$ cat src/rtl/smpq_pkg.sv
`default_nettype none

package smpq_pkg;

    localparam int KEY_BITS = 32;
    localparam int OCC_BITS = 7;

    localparam logic REQ_PUSH = 1'b0;
    localparam logic REQ_POP  = 1'b1;

    typedef enum logic [1:0] {
        ST_OK    = 2'd0,
        ST_FULL  = 2'd1,
        ST_EMPTY = 2'd2
    } t_status;

    typedef struct packed {
        logic push;
        logic pop;
    } t_cell_ctrl;

endpackage

`default_nettype wire

$ cat src/rtl/smpq_cell.sv
`default_nettype none

module smpq_cell #(
    parameter int TILE_BITS = 16
) (
    input  wire                         i_clk,
    input  wire smpq_pkg::t_cell_ctrl   i_ctrl,
    input  wire [smpq_pkg::KEY_BITS-1:0] i_key,
    input  wire [TILE_BITS-1:0]         i_tile,
    input  wire                         i_occ,
    input  wire                         i_prev_ins,
    input  wire [smpq_pkg::KEY_BITS-1:0] i_prev_key,
    input  wire [TILE_BITS-1:0]         i_prev_tile,
    input  wire [smpq_pkg::KEY_BITS-1:0] i_next_key,
    input  wire [TILE_BITS-1:0]         i_next_tile,
    output logic                        o_ins,
    output logic [smpq_pkg::KEY_BITS-1:0] o_key,
    output logic [TILE_BITS-1:0]        o_tile,
    output logic [smpq_pkg::KEY_BITS-1:0] o_nxt_key,
    output logic [TILE_BITS-1:0]        o_nxt_tile
);
    import smpq_pkg::*;

    logic [KEY_BITS-1:0]  r_key;
    logic [TILE_BITS-1:0] r_tile;
    logic [KEY_BITS-1:0]  n_key;
    logic [TILE_BITS-1:0] n_tile;
    logic                 w_ins;

    // insertion point: first empty cell or first cell with key >= new key
    assign w_ins = !i_occ || (r_key >= i_key);

    always_comb begin
        n_key  = r_key;
        n_tile = r_tile;
        if (i_ctrl.push && w_ins) begin
            if (i_prev_ins) begin
                n_key  = i_prev_key;
                n_tile = i_prev_tile;
            end else begin
                n_key  = i_key;
                n_tile = i_tile;
            end
        end else if (i_ctrl.pop) begin
            n_key  = i_next_key;
            n_tile = i_next_tile;
        end
    end

    always_ff @(posedge i_clk) begin
        r_key  <= n_key;
        r_tile <= n_tile;
    end

    assign o_ins      = w_ins;
    assign o_key      = r_key;
    assign o_tile     = r_tile;
    assign o_nxt_key  = n_key;
    assign o_nxt_tile = n_tile;

endmodule

`default_nettype wire

$ cat config.mk
export PLATFORM = sky130hd
export DESIGN_NAME = smpq_cell
export DESIGN_NICKNAME = d
export VERILOG_FILES = /design/src/rtl/smpq_pkg.sv /design/src/rtl/smpq_cell.sv
export SDC_FILE = /design/constraint.sdc
export NUM_CORES = 1
export LEC_CHECK = 0
export BUFFER_PORTS_ARGS = -buffer_cell sky130_fd_sc_hd__buf_2
export CORE_MARGIN = 10
export CORE_UTILIZATION = 44
export CTS_CLUSTER_DIAMETER = 30
export DETAILED_ROUTE_END_ITERATION = 12
export PLACE_DENSITY = 0.91
export SLEW_MARGIN = 10
export SYNTH_ARGS = -nofsm -noshare
export SYNTH_HDL_FRONTEND = slang
export SYNTH_SLANG_ARGS = --single-unit
$ cat constraint.sdc
create_clock -name i_clk -period 4.9 [get_ports i_clk]
set_input_delay 0.98 -clock i_clk [delete_from_list [all_inputs] [get_ports i_clk]]
set_output_delay 0.98 -clock i_clk [all_outputs]
set_load 0.05 [all_outputs]
==> flow_summary.toml <==
[clock_network]
postCtsResizedCells = 0
post-cts-setup-buffers = 0
clock_path_buffers = 2
clock_latency_ps = 300
numClockSinks = 48
cts_buffers = 5
path_clk_slew_ps = 90
cts_max_level = 2
postCtsHoldBufs = 0
tritoncts = "built"
cts_root_buffer = "clkbuf_8"

[worst_setup_path]
path_max_fanout = 48
endpoint_kind = "output port"
required_ps = 3920
worstPathArrival_ps = 3470
critPathKind = "in -> out"
worstSetupStartpointType = "input pin"

[sta]
finalClockSkew_ps = 11.82
finalCritPeriodShare_pct = 90.85
max_freq_ghz = 0.2246
period_needed_ps = 4452
worst_pin_slew_ps = 798.5
tns_ps = 0
hold_viol = 0
slew_viol_final = 0
layout_setup_ws_ps = 448.4
rsz0062_at_grt = "false"
finalSetupViolations = 0
slew_headroom_pct = 46.77

[floorplanning]
die-height_um = 106.9
dieArea_um2 = 11430
rows = 31
core-area_um2 = 7292
die_x_um = 106.9
start_util_pct = 45.57
pin_count = 246

[global_route]
grtUsageTotal_pct = 20.36
antenna_found_initial = 0
grt-ovfl-total = 0
grt_pass1_wl_mm = 19.09
grt_max_degree = 49
grt_pass1_vias = 3853

[place]
io_buffers = 245
preCtsSetupSlack_ps = 391.4
dpl-instance-area_um2 = 4642
dp_hpwl_mm = 10.79
gp_congestion = 0.8990
dpl.cell_count = 656

[routing]
num_vias = 3430
wirelength_mm = 12.65
wire_per_inst_um = 19.08
drt_iter0_drc = 65
ant_nets = 0
post_drt_via_cell_ratio = 5.173
first_pass_iters = 4
drc_errors = 0

[layout]
nets = 745
drive_above_1_share_pct = 46.10
syn_to_final_growth_pct = 42.43
final_cell_area_um2 = 4733
fin_cells = 663
diodes = 0

[yosys]
yosysUniqueCellTypes = 28
postSynthCellCount = 326
postSynthAreaPerCell_um2 = 10.19
synth_top_cell_by_area = "mux2i_1"
synth_area_leaders = "mux2i_1, dfxtp_1, ha_1"
synth-seq-cells = 48
netlist.area_leader.share_pct = 43.37
syn_area_um2 = 3323
synth-warning-count = 0
synth_seq_area_share_pct = 28.92
synthesis.nets = 507

[run_status]
outcome = "complete, no violations"

[power_and_ir_drop]
power_leakage_nw = 2.889
powerDensity_nw_per_um2 = 388.3
vdd_drop_max_v = 0.0002543

[hold_path]
hp-class = "reg -> reg"

[job]
max-cap-violations = 0
==> state kept, by name (all words and copies together), names as in the netlist <==
| name | flops |
|---|---|
| o_key | 32 |
| o_tile | 16 |
==> cell families (layout without fill, tap and decap cells) <==
| kind of cell | count (synthesis) | count (layout) | synth area share, % |
|---|---|---|---|
| DFF | 48 | 48 | 28.92 |
| buffers and inverters | 52 | 290 | 6.702 |
| muxes | 144 | 144 | 43.37 |
| AOI/OAI and AO/OA | 26 | 26 | 4.970 |
| adders and majority gates | 32 | 32 | 12.05 |
| and+or+nand+nor | 24 | 24 | 3.991 |
==> synth_stat cells <==
cell and instances:
mux2i_1 144, dfxtp_1 48, inv_1 35, o21ai_1 1, buf_6 3, a2111oi_0 1
clkbuf_1 10, nand4_1 6, a21oi_1 13, and3_1 1, nor3_2 1, ha_1 32
buf_2 4, o21ai_0 3, a22oi_2 1, nand3_2 1, a21o_1 1, o31ai_1 1
o21a_1 2, a31o_2 1, nand2b_1 1, nor2b_1 1, nor2_1 3, nand2_1 8
nand3_1 1, o221a_2 1, a221oi_1 1, or4b_1 1
==> per-stage QoR <==
| stage | util [%] | power (mW) | hold slack (ps) |
|---|---|---|---|
| after global routing | 64.91 | 1.927 | 620.5 |
| after CTS | 64.91 | 1.852 | 586.3 |
| after detailed placement | 63.66 | 1.597 | 571.7 |
| after global placement | 63.66 | 1.564 | 551.3 |
| final | 64.91 | 1.838 | 583.1 |
| after floorplan | - | 1.302 | 1217 |
==> power by group <==
part / switching [mW] / leakage, nW / internal, mW / total [mW]
sequential: 0.0540 / 0.405 / 0.464 / 0.518
combinational: 0.780 / 2.44 / 0.289 / 1.07
clock: 0.138 / 0.0473 / 0.113 / 0.252
==> path summary, 6_finish.rpt <==
kind | from | end | slack, ps | depth (start not counted)
hold reg to reg | o_tile[4] | o_tile[4] | 580 | 2
setup reg to reg | o_key[0] | o_key[26] | 2350 | 9
setup / recovery | i_key[0] | o_nxt_key[26] | 450 | 10
hold / removal | o_tile[4] | o_tile[4] | 580 | 2
==> area by class of cell <==
type                            instances  area (µm²)
Fill cell                             608        2559
Multi-Input combinational cell        226        2140
Timing Repair Buffer                  248        1286
Sequential cell                        48       960.9
Inverter                               35       131.4
Tap cell                               99       123.9
Clock buffer                            6       82.58
Clock inverter                          1       8.758
==> cell usage in the layout, fill, tap and decap left out, types with 3 or more instances in the layout <==
cell type	count
a21oi_1	13
ha_1	32
o21ai_0	3
clkbuf_8	6
buf_12	3
nand2_1	8
nor2_1	3
inv_1	35
mux2i_1	144
nand4_1	6
dfxtp_1	48
buf_2	245
==> per-layer routing <==
layer / up-vias / GRT usage [%] / routed length [µm]
li1: 1645 / - / -
met1: 1621 / 20.50 / 4799
met5: - / 0 / 0
met4: 0 / 4.836 / 165
met2: 148 / 39.51 / 6796
met3: 16 / 6.347 / 891
==> critical path, cell delays in order <==
cell and delay, ps:
buf_2 110, ha_1 270, nand2b_1 130, a2111oi_0 430, or4b_1 200, nand3_2 110
a22oi_2 220, buf_12 350, mux2i_1 340, buf_2 330
(Power assumes the default switching activity.)
